[config.mk]
export PLATFORM = sky130hd
export DESIGN_NAME = chunked_body_decoder_unit
export DESIGN_NICKNAME = d
export VERILOG_FILES = /design/src/design/cbd_pkg.sv /design/src/design/chunked_body_decoder_unit.sv /design/src/design/cbd_parser.sv
export VERILOG_INCLUDE_DIRS = /design/src /design/src/design
export SDC_FILE = /design/constraint.sdc
export NUM_CORES = 1
export LEC_CHECK = 0
export BUFFER_PORTS_ARGS = -buffer_cell sky130_fd_sc_hd__clkbuf_2
export CAP_MARGIN = 20
export CELL_PAD_IN_SITES_DETAIL_PLACEMENT = 0
export CELL_PAD_IN_SITES_GLOBAL_PLACEMENT = 1
export CORE_ASPECT_RATIO = 1.75
export CORE_MARGIN = 10
export CORE_UTILIZATION = 44
export DETAILED_ROUTE_END_ITERATION = 8
export PLACE_DENSITY = 0.84
export SLEW_MARGIN = 10
export SYNTH_ARGS = -nofsm -noshare
export SYNTH_HDL_FRONTEND = slang
export SYNTH_HIERARCHICAL = 1
export SYNTH_SLANG_ARGS = --single-unit
[constraint.sdc]
create_clock -name clock -period 5.88 [get_ports clock]
set_clock_uncertainty 0.15 [all_clocks]
set_input_delay 1.47 -clock clock [delete_from_list [all_inputs] [get_ports clock]]
set_output_delay 1.47 -clock clock [all_outputs]
set_load 0.02 [all_outputs]
[src/design/assert_macros.svh]
// Assertion helpers; empty when SYNTHESIS is set.
`ifndef ASSERT_MACROS_SVH
`define ASSERT_MACROS_SVH

`ifndef SYNTHESIS
`define ASSERT_CLK(lbl, clk, rst, prop, msg) \
   lbl: assert property (@(posedge clk) disable iff (rst) prop) else $error(msg);
`define ASSERT_ALWAYS(lbl, clk, prop, msg) \
   lbl: assert property (@(posedge clk) prop) else $error(msg);
`else
`define ASSERT_CLK(lbl, clk, rst, prop, msg)
`define ASSERT_ALWAYS(lbl, clk, prop, msg)
`endif

`endif

[src/design/cbd_pkg.sv]
package cbd_pkg;

   typedef enum logic [1:0] {
      KIND_PAYLOAD = 2'd0,
      KIND_DONE    = 2'd1,
      KIND_ERROR   = 2'd2
   } kind_type;

   typedef struct packed {
      logic       valid;
      kind_type   kind;
      logic [7:0] out_byte;
   } res_type;

   typedef struct packed {
      logic       ok;
      logic [3:0] val;
   } hex_type;

   localparam logic [7:0] CH_CR    = 8'h0D;
   localparam logic [7:0] CH_LF    = 8'h0A;
   localparam logic [7:0] CH_SPACE = 8'h20;
   localparam logic [7:0] CH_TAB   = 8'h09;
   localparam logic [7:0] CH_COLON = 8'h3A;

   function automatic hex_type hex_decode(input logic [7:0] b);
      hex_type h;
      h.ok  = 1'b1;
      h.val = 4'd0;
      if (b >= 8'h30 && b <= 8'h39) begin
         h.val = 4'(b - 8'h30);
      end else if (b >= 8'h61 && b <= 8'h66) begin
         h.val = 4'(b - 8'h61 + 8'd10);
      end else if (b >= 8'h41 && b <= 8'h46) begin
         h.val = 4'(b - 8'h41 + 8'd10);
      end else begin
         h.ok = 1'b0;
      end
      return h;
   endfunction

   function automatic logic is_lws(input logic [7:0] b);
      return (b == CH_SPACE) || (b == CH_TAB);
   endfunction

endpackage

[src/design/chunked_body_decoder_unit.sv]
// A req beat reaches rsp_valid through the input register, then the result register.
// Throughput: one byte per cycle unless rsp_ready stalls; all parsing is a single combinational pass per byte.
// A byte that produces no result is consumed without a rsp beat.
// Reset (synchronous, active high) empties both registers and returns the parser
// to the size line start; req_restart clears the parser state at the start of a body.
`include "assert_macros.svh"

module chunked_body_decoder_unit #(
   parameter int SIZE_BITS = 32
) (
   input  logic              clock,
   input  logic              reset,
   input  logic              req_valid,
   output logic              req_ready,
   input  logic [7:0]        req_data_byte,
   input  logic              req_restart,
   output logic              rsp_valid,
   input  logic              rsp_ready,
   output logic [7:0]        rsp_out_byte,
   output cbd_pkg::kind_type rsp_kind
);
   import cbd_pkg::*;

   logic       in_vld_ff;
   logic [7:0] in_data_ff;
   logic       in_restart_ff;
   logic       advance;
   res_type    res;
   logic       out_vld_ff;
   logic [7:0] out_byte_ff;
   kind_type   out_kind_ff;

   assign advance   = in_vld_ff && (!out_vld_ff || rsp_ready);
   assign req_ready = !in_vld_ff || advance;

   cbd_parser #(
      .SIZE_BITS(SIZE_BITS)
   ) u_parser (
      .clock    (clock),
      .reset    (reset),
      .fire     (advance),
      .data_byte(in_data_ff),
      .restart  (in_restart_ff),
      .res      (res)
   );

   always_ff @(posedge clock) begin
      if (reset) begin
         in_vld_ff  <= 1'b0;
         out_vld_ff <= 1'b0;
      end else begin
         if (req_ready) begin
            in_vld_ff <= req_valid;
         end
         if (advance) begin
            out_vld_ff <= res.valid;
         end else if (rsp_ready) begin
            out_vld_ff <= 1'b0;
         end
      end
   end

   always_ff @(posedge clock) begin
      if (req_valid && req_ready) begin
         in_data_ff    <= req_data_byte;
         in_restart_ff <= req_restart;
      end
      if (advance && res.valid) begin
         out_byte_ff <= res.out_byte;
         out_kind_ff <= res.kind;
      end
   end

   assign rsp_valid    = out_vld_ff;
   assign rsp_out_byte = out_byte_ff;
   assign rsp_kind     = out_kind_ff;

   `ASSERT_CLK(a_stage_holds, clock, reset, in_vld_ff && !advance |=> in_vld_ff, "held beat dropped from input stage")
   `ASSERT_CLK(a_byte_zero, clock, reset, out_vld_ff && out_kind_ff != KIND_PAYLOAD |-> out_byte_ff == 8'd0, "nonzero byte on end or error beat")
   `ASSERT_ALWAYS(a_reset_empty, clock, reset |=> !in_vld_ff && !out_vld_ff, "stages not empty after reset")

endmodule

[src/design/cbd_parser.sv]
`include "assert_macros.svh"

module cbd_parser #(
   parameter int SIZE_BITS = 32
) (
   input  logic             clock,
   input  logic             reset,
   input  logic             fire,
   input  logic [7:0]       data_byte,
   input  logic             restart,
   output cbd_pkg::res_type res
);
   import cbd_pkg::*;

   typedef enum logic [2:0] {
      PH_LWS, PH_DIGITS, PH_REST, PH_DATA, PH_DCR, PH_DLF, PH_TRL, PH_TRL_EOL
   } phase_type;

   typedef struct packed {
      logic cp;
      logic le;
      logic cs;
      logic done;
      logic eol;
   } trl_type;

   phase_type              phase_ff, phase_in;
   logic [SIZE_BITS-1:0]   remaining_ff, remaining_in;
   logic                   digit_ff, digit_in;
   logic                   cr_ff, cr_in;
   logic                   empty_ff, empty_in;
   logic                   colon_ff, colon_in;
   logic                   halted_ff, halted_in;
   logic                   emit;
   kind_type               kind;
   hex_type                hx;
   trl_type                tr;

   function automatic trl_type trailer_step(input logic [7:0] b, input logic cp,
                                            input logic le, input logic cs);
      trl_type t;
      t.cp   = cp;
      t.le   = le;
      t.cs   = cs;
      t.done = 1'b0;
      t.eol  = 1'b0;
      if (cp) begin
         t.cp = 1'b0;
         if (b == CH_LF) begin
            if (le) begin
               t.done = 1'b1;
            end else begin
               t.eol = 1'b1;
            end
         end else begin
            t.le = 1'b0;
         end
      end
      if (!t.done && !t.eol) begin
         if (b == CH_CR) begin
            t.cp = 1'b1;
         end else begin
            t.le = 1'b0;
            if (b == CH_COLON) begin
               t.cs = 1'b1;
            end
         end
      end
      return t;
   endfunction

   always_comb begin
      phase_in     = restart ? PH_LWS : phase_ff;
      remaining_in = restart ? '0 : remaining_ff;
      digit_in     = restart ? 1'b0 : digit_ff;
      cr_in        = restart ? 1'b0 : cr_ff;
      empty_in     = restart ? 1'b1 : empty_ff;
      colon_in     = restart ? 1'b0 : colon_ff;
      halted_in    = restart ? 1'b0 : halted_ff;
      emit         = 1'b0;
      kind         = KIND_PAYLOAD;
      hx           = hex_decode(data_byte);
      tr           = '0;
      if (!halted_in) begin
         if ((phase_in == PH_LWS || phase_in == PH_DIGITS) && hx.ok) begin
            phase_in = PH_DIGITS;
            if (remaining_in[SIZE_BITS-1 -: 4] != 4'd0) begin
               emit = 1'b1;
               kind = KIND_ERROR;
            end else begin
               remaining_in = {remaining_in[SIZE_BITS-5:0], hx.val};
               digit_in     = 1'b1;
            end
         end else if (phase_in == PH_LWS && is_lws(data_byte)) begin
            phase_in = PH_LWS;
         end else if (phase_in == PH_LWS || phase_in == PH_DIGITS ||
                      phase_in == PH_REST) begin
            phase_in = PH_REST;
            if (cr_in && data_byte == CH_LF) begin
               cr_in = 1'b0;
               if (!digit_in) begin
                  emit = 1'b1;
                  kind = KIND_ERROR;
               end else if (remaining_in == '0) begin
                  phase_in = PH_TRL;
                  empty_in = 1'b1;
                  colon_in = 1'b0;
               end else begin
                  phase_in = PH_DATA;
               end
            end else begin
               cr_in = (data_byte == CH_CR);
            end
         end else begin
            case (phase_in)
               PH_DATA: begin
                  emit         = 1'b1;
                  kind         = KIND_PAYLOAD;
                  remaining_in = remaining_in - SIZE_BITS'(1);
                  if (remaining_in == '0) begin
                     phase_in = PH_DCR;
                  end
               end
               PH_DCR: begin
                  if (data_byte == CH_CR) begin
                     phase_in = PH_DLF;
                  end else begin
                     emit = 1'b1;
                     kind = KIND_ERROR;
                  end
               end
               PH_DLF: begin
                  if (data_byte == CH_LF) begin
                     phase_in     = PH_LWS;
                     digit_in     = 1'b0;
                     remaining_in = '0;
                  end else begin
                     emit = 1'b1;
                     kind = KIND_ERROR;
                  end
               end
               PH_TRL: begin
                  tr = trailer_step(data_byte, cr_in, empty_in, colon_in);
               end
               PH_TRL_EOL: begin
                  if (is_lws(data_byte)) begin
                     // folded line keeps the line flags
                     phase_in = PH_TRL;
                     tr.cp    = cr_in;
                     tr.le    = empty_in;
                     tr.cs    = colon_in;
                  end else if (!colon_in) begin
                     emit = 1'b1;
                     kind = KIND_ERROR;
                  end else begin
                     phase_in = PH_TRL;
                     tr = trailer_step(data_byte, cr_in, 1'b1, 1'b0);
                  end
               end
               default: begin
                  phase_in = PH_LWS;
               end
            endcase
            if (phase_in == PH_TRL && !emit) begin
               cr_in    = tr.cp;
               empty_in = tr.le;
               colon_in = tr.cs;
               if (tr.done) begin
                  emit = 1'b1;
                  kind = KIND_DONE;
               end else if (tr.eol) begin
                  phase_in = PH_TRL_EOL;
               end
            end
         end
         if (emit && kind != KIND_PAYLOAD) begin
            halted_in = 1'b1;
         end
      end
      res.valid    = fire && emit;
      res.kind     = kind;
      res.out_byte = (kind == KIND_PAYLOAD) ? data_byte : 8'd0;
   end

   always_ff @(posedge clock) begin
      if (reset) begin
         phase_ff     <= PH_LWS;
         remaining_ff <= '0;
         digit_ff     <= 1'b0;
         cr_ff        <= 1'b0;
         empty_ff     <= 1'b1;
         colon_ff     <= 1'b0;
         halted_ff    <= 1'b0;
      end else if (fire) begin
         phase_ff     <= phase_in;
         remaining_ff <= remaining_in;
         digit_ff     <= digit_in;
         cr_ff        <= cr_in;
         empty_ff     <= empty_in;
         colon_ff     <= colon_in;
         halted_ff    <= halted_in;
      end
   end

   `ASSERT_CLK(a_halt_after_end, clock, reset, fire && res.valid && res.kind != KIND_PAYLOAD |=> halted_ff, "end or error beat did not halt decoding")
   `ASSERT_CLK(a_quiet_when_halted, clock, reset, halted_ff && !(fire && restart) |-> !res.valid, "result while halted")
   `ASSERT_CLK(a_data_count, clock, reset, !halted_ff && phase_ff == PH_DATA |-> remaining_ff != '0, "payload phase with zero count")

endmodule
======== Word level (Yosys, flattened, before mapping) ========
Index checks and enable logic that the tools add are counted.
storage, ports and cells
  output and inout bits ................... 12
  bits in latches ......................... 0
  logic and storage cells ................. 216
  memories ................................ 0
  flip-flop bits (word level) ............. 61
  memory bits (read-only) ................. 0
  memory bits (writable) .................. 0
  input bits .............................. 13
operators by class
  eq/ne operators ......................... 13
  reduce and logical (&&, ||, !) cells .... 33
  multipliers ............................. 0
  bitwise gates (word level) .............. 0
  div/mod/pow operators ................... 0
  shift-type cells ........................ 0
  add/subtract/negate cells ............... 6
  multiplexer cells ....................... 145
  $lt $le $gt $ge ......................... 6
operators with widths
  kind                   count
  $mux 32                7
  $mux 1                 69
  $mux 3                 23
  $mux 2                 33
  $logic_not 32->1       2
  $pmux 32 s2            1
  $sub 32x1->32 const B  1
  $mux 5                 5
  $eq 8x4->1 const B     3
  $eq 8x6->1 const B     2
  $ge 8x7->1 const B     2
  $le 8x7->1 const B     2
  $eq 3x3->1 const B     5
  $pmux 3 s5             1
  $logic_and 1x1->1      14
  $mux 4                 3
  $sub 4x1->4 const B    3
  $pmux 5 s2             1
  $add 4x4->4 const B    2
  $ge 8x6->1 const B     1
  $le 8x6->1 const B     1
  $logic_not 1->1        7
  $eq 3x2->1 const B     2
  $pmux 2 s3             1
  other kinds (7)        12

======== Logic depth before layout (Yosys ltp) ========
Gate-level depths: netlist (run 1).
  depth after elaboration ................. 30
  mapped depth ............................ 13
  gate-level depth less buffers ........... 12

======== By module ========
The synthesis (run 1) kept the hierarchy.
by module, submodules not included
  module                     sequential area each (um^2)  area an instance (um^2)  cells each  times used
  cbd_parser                 800.8                        4078.9                   602         1
  chunked_body_decoder_unit  610.6                        673.1                    30          1

======== Worst setup path after synthesis (run 1) ========
No wires, ideal clock.
  kind .................................... in2reg
  start ................................... input port rsp_ready
  end ..................................... register out_kind_ff[0], in the netlist rsp_kind[0] (enable)
  path slack .............................. 2.522 ns
  library setup time ...................... 0.377 ns
  required time ........................... 5.353 ns
  data arrival time ....................... 2.831 ns
  stages on the path ...................... 8
  path through ............................ nand2b_1 > and2_1 > nand2b_1 > clkbuf_1 > clkbuf_1 > nor2_1 > nand2_1 > nor2b_1
RTL lines
  what                    line                             text
  start: declaration      chunked_body_decoder_unit.sv:18  input logic rsp_ready,
  end signal: assignment  chunked_body_decoder_unit.sv:70  out_kind_ff <= res.kind;
  end: declaration        chunked_body_decoder_unit.sv:31  kind_type out_kind_ff;

======== Worst setup path in the final report (run 1) ========
  start ................................... register in_restart_ff
  end ..................................... register u_parser.phase_ff[1]
between the ends
  longest elaborated chain between the ends .. 23
  elaborated cells on any way between the ends .. 75
RTL lines
  what                                                                    line                             text
  start: declaration                                                      chunked_body_decoder_unit.sv:26  logic in_restart_ff;
  start signal: assignment                                                chunked_body_decoder_unit.sv:66  in_restart_ff <= req_restart;
  parallel branches: the longest is 22 deep, another holds $sub 32x1->32  n/a
  $mux 3 *                                                                cbd_parser.sv:84                 if (!halted_in) begin
  end signal: assignment                                                  cbd_parser.sv:195                phase_ff <= phase_in;
  end: declaration                                                        cbd_parser.sv:27                 phase_type phase_ff, phase_in;
Mark *: on every way between the ends. The select of a mux whose other input is x is not followed.
A chain may end at the register's enable or synchronous reset.

==> results of run 1 <==
-- routing by layer --
metal,vias up,share of wire [%],GRT usage [%]
met5,-,0,0
met4,0,8.4,17.82
li1,2356,-,-
met3,125,8.2,4.434
met1,2460,34,22.84
met2,364,50,39.74
-- where the power goes --
| part | internal, mW | total (mW) | switching (mW) |
|---|---|---|---|
| Sequential | 0.445 | 0.467 | 0.0213 |
| Clock | 0.410 | 0.605 | 0.196 |
| Combinational | 0.0664 | 0.201 | 0.134 |
| Total | 0.921 | 1.27 | 0.351 |
-- cells in the mapped netlist, drive strengths merged, types with 4 or more instances --
library cell / number / area share [%]
nor2: 67 / 5.3
o21ai: 67 / 7.1
a21oi: 47 / 5.0
clkbuf: 47 / 3.7
nand2: 46 / 3.6
dfxtp: 42 / 18
nor3: 27 / 2.9
edfxtp: 19 / 12
nand3: 16 / 1.7
and2: 15 / 2.0
inv: 14 / 1.1
nor4: 14 / 2.3
a31oi: 12 / 1.6
or3: 12 / 1.6
o22ai: 11 / 1.4
xnor2: 11 / 2.0
a22oi: 10 / 1.6
buf: 9 / 1.3
nor2b: 9 / 1.2
mux2i: 8 / 1.7
nand2b: 8 / 1.1
a32oi: 7 / 1.3
ha: 7 / 1.8
and3: 6 / 0.79
nand3b: 6 / 1.2
nand4: 6 / 0.79
a211oi: 5 / 0.79
a21o: 5 / 0.79
a221oi: 5 / 0.92
or2: 5 / 0.66
o211ai: 4 / 0.63
o21a: 4 / 0.63
o31a: 4 / 0.74
or4: 4 / 0.79
-- cells by family after synthesis --
logic type | after synthesis
muxes | 10
AOI/OAI and AO/OA | 222
xor gates and xnor gates | 13
buffers and inverters | 71
DFF | 61
and+or+nand+nor | 248
adders and majority gates | 7
-- sequential cells by signal, indices dropped and copies added (netlist names) --
signal and count:
in_restart_ff 1, rsp_valid 1, u_parser/remaining_ff 32, u_parser/colon_ff 1, in_vld_ff 1, u_parser/phase_ff 3, rsp_out_byte 8, rsp_kind 2
in_data_ff 8, u_parser/halted_ff 1, u_parser/digit_ff 1, u_parser/empty_ff 1, u_parser/cr_ff 1
-- layout make-up --
| cell class | count | area, um^2 | share of cell area [%] |
|---|---|---|---|
| Tap cell | 130 | 162.7 | 3.120 |
| Multi-Input combinational cell | 500 | 3049 | 58.50 |
| Clock inverter | 6 | 101.3 | 1.944 |
| Inverter | 15 | 56.30 | 1.080 |
| Sequential cell | 61 | 1411 | 27.08 |
| Clock buffer | 10 | 229.0 | 4.393 |
| Timing Repair Buffer | 35 | 202.7 | 3.889 |
-- tightest hold or removal path, stage by stage (launching register included) --
cell	delay [ps]
dfxtp_1	320
nor2_1	90
a311oi_1	50
-- per-stage QoR --
stage          cells  util (%)  setup WS, ps  power [mW]  hold WS, ps
2_1_floorplan    632         -          2522      0.6093        315.8
3_3_place_gp     741     45.91          1787      0.6639        341.0
3_5_place_dp     741     45.91          1873      0.6659        345.6
4_1_cts          757     49.01          1968       1.273        355.6
5_1_grt          757     49.01          1508       1.320        381.9
6_report         757     49.01          1840       1.273        358.5
-- path summary, 6_finish.rpt --
check	endpoint	slack (ps)
max	u_parser/phase_ff[1]	1840
min	u_parser/halted_ff	360
max reg2reg	u_parser/phase_ff[1]	1840
min reg2reg	u_parser/halted_ff	360
==> flow_metrics.env, run 1 <==
export IMPL_outcome="completed"
export IMPL_cts_tree="done"
export IMPL_hold_start="u_parser/halted_ff"
export IMPL_yosysWarnings=6
export IMPL_layout_common_cells="nor2_1, o21ai_0, a21oi_1, nand2_1, dfxtp_1"
export IMPL_synth_seq_area_share_pct=29.70
export IMPL_setup_worst_path_start="in_restart_ff"
export IMPL_hold_viol_final=0
export IMPL_track_usage_pct=22.66
export IMPL_grt_max_degree=34
export IMPL_clk_latency_ps=340
export IMPL_io_pins=25
export IMPL_die_x_um=98.56
export IMPL_synth_fp_nets=652
export IMPL_synth_cells=632
export IMPL_synth_ff_type="dfxtp_1"
export IMPL_ant_nets=0
export IMPL_syn_to_final_growth_pct=9.689
export IMPL_path_buf_inv=1
export IMPL_dieHeight_um=157.5
export IMPL_start_util_pct=44.68
export IMPL_core_area_um2=10640
export IMPL_hpwl_mm=12.29
export IMPL_n_antenna_cell=0
export IMPL_min_path_cells=2
export IMPL_reg2reg_depth=10
export IMPL_grt_pass1_vias=5085
export IMPL_antenna_found_initial=0
export IMPL_io_buffers=24
export IMPL_cap_viol_max_count=0
export IMPL_setup_worst_path_end_class="flip-flop"
export IMPL_synth_seq_cells=61
export IMPL_cp_slowest_cell="edfxtp_1"
export IMPL_grt_pass1_wl_mm=27.97
export IMPL_synth_area_um2=4752
export IMPL_place_congestion=0.9987
export IMPL_dieArea_um2=15520
export IMPL_synth_top_family_by_area="compound AO/OA/AOI/OAI gates"
export IMPL_clk_pin_slew_ps=50
export IMPL_vias=5305
export IMPL_period_share_pct=68.71
export IMPL_clockBufferDepth=2
export IMPL_nNetsFinal=642
export IMPL_initialDrtViolationCount=662
export IMPL_drive_gt1_share_pct=10.21
export IMPL_root_buffer="clkbuf_16"
export IMPL_cp_max_fo=20
export IMPL_layout_commonest_cell="nor2_1"
export IMPL_muxShareOfSynthArea_pct=2.159
export IMPL_synth_compound_area_share_pct=30.44
export IMPL_worst_path_most_repeated_cell="nand2_1"
export IMPL_rsz0062_at_grt="false"
export IMPL_tns_ps=0
export IMPL_hold_path_class="reg -> reg"
export IMPL_post_route_cell_area_um2=5213
export IMPL_critPathLaunchType="flip-flop"
export IMPL_num_rows=50
export IMPL_p_leak_nw=1.895
export IMPL_synthXorXnorAreaFrac_pct=2.396
export IMPL_critPathRequiredTime_ps=5950
export IMPL_power_density_nw_per_um2=244.2
export IMPL_cts_resized=0
export IMPL_synth_edff_count=19
export IMPL_via_per_inst=7.008
export IMPL_maxClockFrequency_mhz=247.5
export IMPL_timing_slew_headroom_pct=24.57
export IMPL_synthAdderAreaFrac_pct=1.843
export IMPL_synth_async_reset_ratio_pct=0
export IMPL_cts_setup_buffers=0
export IMPL_wire_per_inst_um=23.52
export IMPL_post_route_min_period_ps=4040
export IMPL_synth_distinct_cells=75
export IMPL_path_cells="clkinv_1 > nand2_1 > ha_1 > nand2_1 > o32a_1 > a2111oi_0 > o2111ai_1 > nor4_2 > and3_1 > nor3_2"
export IMPL_ctsHoldBuffers=0
export IMPL_critical_path_top_delay_family="simple AND/OR/NAND/NOR gates"
export IMPL_cts_sinks=61
export IMPL_grt_overflow=0
export IMPL_r2r_start="in_restart_ff"
export IMPL_cp_depth=10
export IMPL_htreeDepth=3
export IMPL_ir_drop_mv=0.1668
export IMPL_drc=0
export IMPL_worst_path_largest_cell_delay_ps=770
export IMPL_drv_slew=0
export IMPL_path_class="reg -> reg"
export IMPL_avgSynthCellArea_um2=7.519
export IMPL_placed_area_um2=4882
export IMPL_cp_arrival_ps=4110
export IMPL_postRouteWirelength_mm=17.80
export IMPL_fill_cells=1039
export IMPL_cts_buffers=9
export IMPL_yosys_area_share_simple_pct=27.28
export IMPL_worst_slew_pin_slew_ps=1124
export IMPL_setup_violations=0
export IMPL_firstDrtPassIters=5
Power figures use the tool's default switching activity.
==> run 2, diff against run 1 <==
--- a/config.mk
+++ b/config.mk
@@ -12,9 +12,9 @@
 export CELL_PAD_IN_SITES_GLOBAL_PLACEMENT = 1
 export CORE_ASPECT_RATIO = 1.75
 export CORE_MARGIN = 10
-export CORE_UTILIZATION = 44
+export CORE_UTILIZATION = 42
 export DETAILED_ROUTE_END_ITERATION = 8
-export PLACE_DENSITY = 0.84
+export PLACE_DENSITY = 0.83
 export SLEW_MARGIN = 10
 export SYNTH_ARGS = -nofsm -noshare
 export SYNTH_HDL_FRONTEND = slang
==> constraint.sdc (replaced) <==
create_clock -name clock -period 3.68 [get_ports clock]
set_clock_uncertainty 0.15 [all_clocks]
set_input_delay 0.92 -clock clock [delete_from_list [all_inputs] [get_ports clock]]
set_output_delay 0.92 -clock clock [all_outputs]
set_load 0.02 [all_outputs]
==> run 2 against run 1 <==
  * Clock-buffer cell count is 2 higher
  * Setup slack worse by 1500 ps
  * Global-route usage is 0.19 points higher
  * Design area is 3.6% higher
  * Critical endpoint is now u_parser/phase_ff[0]
==> flow_metrics.env, run 2 (synthesis results as in run 1) <==
export IMPL_drc=0
export IMPL_io_pins=25
export IMPL_cp_max_fo=9
export IMPL_n_antenna_cell=0
export IMPL_setup_worst_path_start="in_data_ff[0]"
export IMPL_clockBufferDepth=2
export IMPL_power_density_nw_per_um2=390.0
export IMPL_top_register="u_parser/remaining_ff"
export IMPL_layout_commonest_cell="nor2_1"
export IMPL_setup_violations=0
export IMPL_dieArea_um2=16140
export IMPL_drive_gt1_share_pct=13.71
export IMPL_syn_to_final_growth_pct=13.67
export IMPL_grt_pass1_wl_mm=29.21
export IMPL_grt_max_degree=52
export IMPL_worst_slew_pin_slew_ps=1029
export IMPL_cts_tree="done"
export IMPL_die_x_um=100.4
export IMPL_power_mw=2.107
export IMPL_vias=5331
export IMPL_drv_slew=0
export IMPL_htreeDepth=3
export IMPL_critical_path_top_delay_family="compound AO/OA/AOI/OAI gates"
export IMPL_cts_setup_buffers=0
export IMPL_period_share_pct=90.20
export IMPL_path_class="reg -> reg"
export IMPL_nNetsFinal=664
export IMPL_antenna_found_initial=0
export IMPL_cap_viol_max_count=0
export IMPL_largest_register_ffs=32
export IMPL_dieHeight_um=160.7
export IMPL_ctsHoldBuffers=0
export IMPL_p_leak_nw=2.018
export IMPL_layout_common_cells="nor2_1, o21ai_0, a21oi_1, nand2_1, dfxtp_1"
export IMPL_place_congestion=1.029
export IMPL_maxClockFrequency_mhz=301.3
export IMPL_tns_ps=0
export IMPL_worst_path_largest_cell_delay_ps=560
export IMPL_track_usage_pct=22.85
export IMPL_rsz0062_at_grt="false"
export IMPL_post_route_min_period_ps=3319
export IMPL_hold_start="u_parser/halted_ff"
export IMPL_clk_latency_ps=340
export IMPL_start_util_pct=42.80
export IMPL_clk_pin_slew_ps=60
export IMPL_postRouteWirelength_mm=18.55
export IMPL_cp_arrival_ps=3380
export IMPL_root_buffer="clkbuf_16"
export IMPL_hold_viol_final=0
export IMPL_r2r_start="in_data_ff[0]"
export IMPL_num_rows=51
export IMPL_path_buf_inv=3
export IMPL_hpwl_mm=13.32
export IMPL_fill_cells=1120
export IMPL_cts_resized=0
export IMPL_grt_pass1_vias=5247
export IMPL_io_buffers=24
export IMPL_hold_path_class="reg -> reg"
export IMPL_firstDrtPassIters=6
export IMPL_path_cells="inv_1 > ha_1 > inv_1 > o311a_1 > nor2_1 > nor2_1 > buf_4 > a2111oi_0 > o311ai_0 > o32ai_1 > a31oi_1"
export IMPL_utilization_pct=48.65
export IMPL_cts_sinks=61
export IMPL_timing_slew_headroom_pct=31.14
export IMPL_critPathLaunchType="flip-flop"
export IMPL_initialDrtViolationCount=658
export IMPL_core_area_um2=11100
export IMPL_grt_overflow=0
export IMPL_outcome="completed"
export IMPL_placed_cells=765
export IMPL_via_per_inst=6.826
export IMPL_ir_drop_mv=0.3398
export IMPL_stdcell_count=781
export IMPL_ant_nets=0
export IMPL_critPathRequiredTime_ps=3740
export IMPL_wire_per_inst_um=23.75
export IMPL_cts_buffers=9
export IMPL_cp_slowest_cell="a2111oi_0"
export IMPL_setup_worst_path_end_class="flip-flop"
run 2: changes by cell type in the layout (fill, tap and decap cells not counted):
cell,delta
o21ai_1,-1
clkinv_1,-3
clkinv_2,+1
clkbuf_8,+2
o21ai_0,+1
buf_4,+22
run 2: tightest hold or removal path, delay by kind of cell, from the launching register on:
kind | cells | cell delay [ps]
and+or+nand+nor | 1 | 80
DFF | 1 | 310
AOI/OAI and AO/OA | 1 | 50
run 2: layout make-up:
| type | instances | area, um^2 | area share [%] |
|---|---|---|---|
| Multi-Input combinational cell | 500 | 3049 | 56.45 |
| Sequential cell | 61 | 1411 | 26.13 |
| Timing Repair Buffer | 57 | 367.9 | 6.810 |
| Clock buffer | 12 | 256.5 | 4.749 |
| Tap cell | 132 | 165.2 | 3.058 |
| Clock inverter | 4 | 95.09 | 1.760 |
| Inverter | 15 | 56.30 | 1.042 |
run 2: where the power goes:
part	total, mW	switching [mW]	internal [mW]
Clock	1.02	0.319	0.697
Combinational	0.351	0.229	0.122
Sequential	0.740	0.0280	0.712
run 2: path summary, 6_finish.rpt:
| kind | end | cells past startpoint | slack [ps] |
|---|---|---|---|
| worst max-delay path | u_parser/phase_ff[0] | 11 | 360 |
| worst min register to register | u_parser/halted_ff | 2 | 340 |
| worst min-delay path | u_parser/halted_ff | 2 | 340 |
| worst max register to register | u_parser/phase_ff[0] | 11 | 360 |
run 2: layer usage:
metal | part of all wire (%) | routed length (um) | global-route usage (%) | vias to the layer above
li1 | - | - | - | 2409
met1 | 35 | 6468 | 23.81 | 2533
met5 | 0 | 0 | 0 | -
met3 | 6.1 | 1131 | 3.351 | 93
met4 | 7.5 | 1389 | 17.94 | 0
met2 | 52 | 9558 | 39.32 | 296
run 2: metrics by stage:
stage | hold slack, ps | cell area, um^2 | setup WS, ps
global placement | 329.9 | 5050 | 515.4
global route | 380.7 | 5401 | 167.4
floorplan | 315.8 | 4752 | 549.3
finish | 343.5 | 5401 | 360.7
detailed placement | 339.7 | 5050 | 479.3
CTS | 347.9 | 5401 | 477.1
==> run 3, diff against run 2 <==
--- a/config.mk
+++ b/config.mk
@@ -15,6 +15,7 @@
 export CORE_UTILIZATION = 42
 export DETAILED_ROUTE_END_ITERATION = 8
 export PLACE_DENSITY = 0.83
+export REMOVE_ABC_BUFFERS = 1
 export SLEW_MARGIN = 10
 export SYNTH_ARGS = -nofsm -noshare
 export SYNTH_HDL_FRONTEND = slang
==> run 3 against run 2 <==
  * Combinational power decreased by 2%
  * Non-clock buffer count increased by 1
  * Sequential share of layout area increased by 0.21 points
  * Setup slack got worse by 190 ps
  * Global-route usage about the same
  * Clock-buffer cell count decreased by 3
  * Total power decreased by 7.3%
  * Critical path depth decreased by 1
  * Register-to-register slack got worse by 190 ps
  * First-iteration DRC count decreased by 15%
  * Largest cell class unchanged
  * Sequential power about the same
  * Critical endpoint is now u_parser/remaining_ff[17]
==> flow_metrics.env, run 3 (synthesis results as in run 1) <==
export IMPL_outcome="completed"
export IMPL_rsz0062_at_grt="false"
export IMPL_via_per_inst=6.887
export IMPL_grt_max_degree=52
export IMPL_fill_cells=1131
export IMPL_power_mw=1.952
export IMPL_core_area_um2=11100
export IMPL_whs_endpoint="u_parser/halted_ff"
export IMPL_drive_gt1_share_pct=14.00
export IMPL_dp_worst_setup_slack_ps=309.8
export IMPL_n_antenna_cell=0
export IMPL_grt_pass1_vias=5244
export IMPL_htreeDepth=3
export IMPL_antenna_found_initial=0
export IMPL_layout_commonest_cell="nor2_1"
export IMPL_wire_per_inst_um=23.74
export IMPL_rrSetupSlack_ps=170
export IMPL_post_route_min_period_ps=3507
export IMPL_placed_cells=766
export IMPL_io_buffers=24
export IMPL_ant_nets=0
export IMPL_vias=5386
export IMPL_nNetsFinal=665
export IMPL_layout_common_cells="nor2_1, o21ai_0, a21oi_1, nand2_1, dfxtp_1"
export IMPL_grt_pass1_wl_mm=29.30
export IMPL_cts_resized=0
export IMPL_critPathRequiredTime_ps=3740
export IMPL_clk_latency_ps=340
export IMPL_worst_hold_slack_ps=346.2
export IMPL_largest_register_ffs=32
export IMPL_stdcell_count=782
export IMPL_drc=0
export IMPL_dieHeight_um=160.7
export IMPL_cts_sinks=61
export IMPL_setup_worst_path_start="in_data_ff[1]"
export IMPL_utilization_pct=48.25
export IMPL_cp_arrival_ps=3570
export IMPL_timing_slew_headroom_pct=25.96
export IMPL_grt_overflow=0
export IMPL_cp_max_fo=12
export IMPL_p_leak_nw=1.989
export IMPL_reg2reg_depth=10
export IMPL_postRouteWirelength_mm=18.57
export IMPL_firstDrtPassIters=6
export IMPL_ctsHoldBuffers=0
export IMPL_initialDrtViolationCount=559
export IMPL_start_util_pct=42.80
export IMPL_track_usage_pct=22.82
export IMPL_die_x_um=100.4
export IMPL_clockBufferDepth=2
export IMPL_hold_path_class="reg -> reg"
export IMPL_post_route_cell_area_um2=5358
export IMPL_setup_worst_path_end_class="flip-flop"
export IMPL_period_share_pct=95.31
export IMPL_cts_setup_buffers=0
export IMPL_cts_tree="done"
export IMPL_placed_area_um2=5057
export IMPL_drv_slew=0
export IMPL_top_register="u_parser/remaining_ff"
export IMPL_regToRegEndpoint="u_parser/remaining_ff[17]"
export IMPL_syn_to_final_growth_pct=12.74
export IMPL_min_path_cells=2
export IMPL_hold_start="u_parser/halted_ff"
export IMPL_root_buffer="clkbuf_16"
export IMPL_dieArea_um2=16140
export IMPL_path_class="reg -> reg"
export IMPL_tns_ps=0
export IMPL_cap_viol_max_count=0
export IMPL_ir_drop_mv=0.2615
export IMPL_hold_viol_final=0
export IMPL_hpwl_mm=13.54
export IMPL_worst_slew_pin_slew_ps=1103
export IMPL_setup_ws_ps=172.8
export IMPL_maxClockFrequency_mhz=285.1
export IMPL_clk_pin_slew_ps=60
export IMPL_cts_buffers=9
export IMPL_num_rows=51
export IMPL_critPathLaunchType="flip-flop"
export IMPL_place_congestion=0.9974
export IMPL_r2r_start="in_data_ff[1]"
export IMPL_io_pins=25
export IMPL_setup_violations=0
export IMPL_power_density_nw_per_um2=364.4
## run 3: layout make-up
| cell class | instances | area, um^2 | area share, % |
|---|---|---|---|
| clock buffers | 9 | 225.2 | 4.204 |
| clock inverters | 7 | 75.07 | 1.401 |
| repair buffers | 58 | 375.4 | 7.006 |
| multi-input cells | 500 | 3049 | 56.91 |
| well taps | 132 | 165.2 | 3.083 |
| inverters | 15 | 56.30 | 1.051 |
| flip-flops and latches | 61 | 1411 | 26.34 |
## run 3: power breakdown
group	leakage, nW	internal [mW]	total, mW	switching [mW]
clock	0.138	0.526	0.870	0.344
sequential	0.515	0.711	0.740	0.0284
combinational	1.34	0.119	0.343	0.224
## run 3: layer usage
layer,routed length (um),global-route usage (%)
met1,6396,23.56
met2,9525,39.79
met3,1343,4.510
met4,1301,15.55
met5,0,0
## run 3: worst max-delay path, stage by stage, from the launching register on
cell and delay [ps]:
edfxtp_1 470, inv_1 150, ha_1 250, o21bai_1 90, a21oi_1 390, or2_2 200, nand3_1 80, buf_4 220
nor2_1 840, a21oi_1 160, o21ai_0 370
## run 3: worst max-delay path by stage
stage	cells after the start	slack [ps]	to
global placement	10	380	u_parser/remaining_ff[17]
detailed placement	10	310	u_parser/remaining_ff[17]
finish	10	170	u_parser/remaining_ff[17]
global route	10	100	u_parser/remaining_ff[17]
floorplan	10	-580	u_parser/phase_ff[1]
CTS	10	290	u_parser/remaining_ff[17]
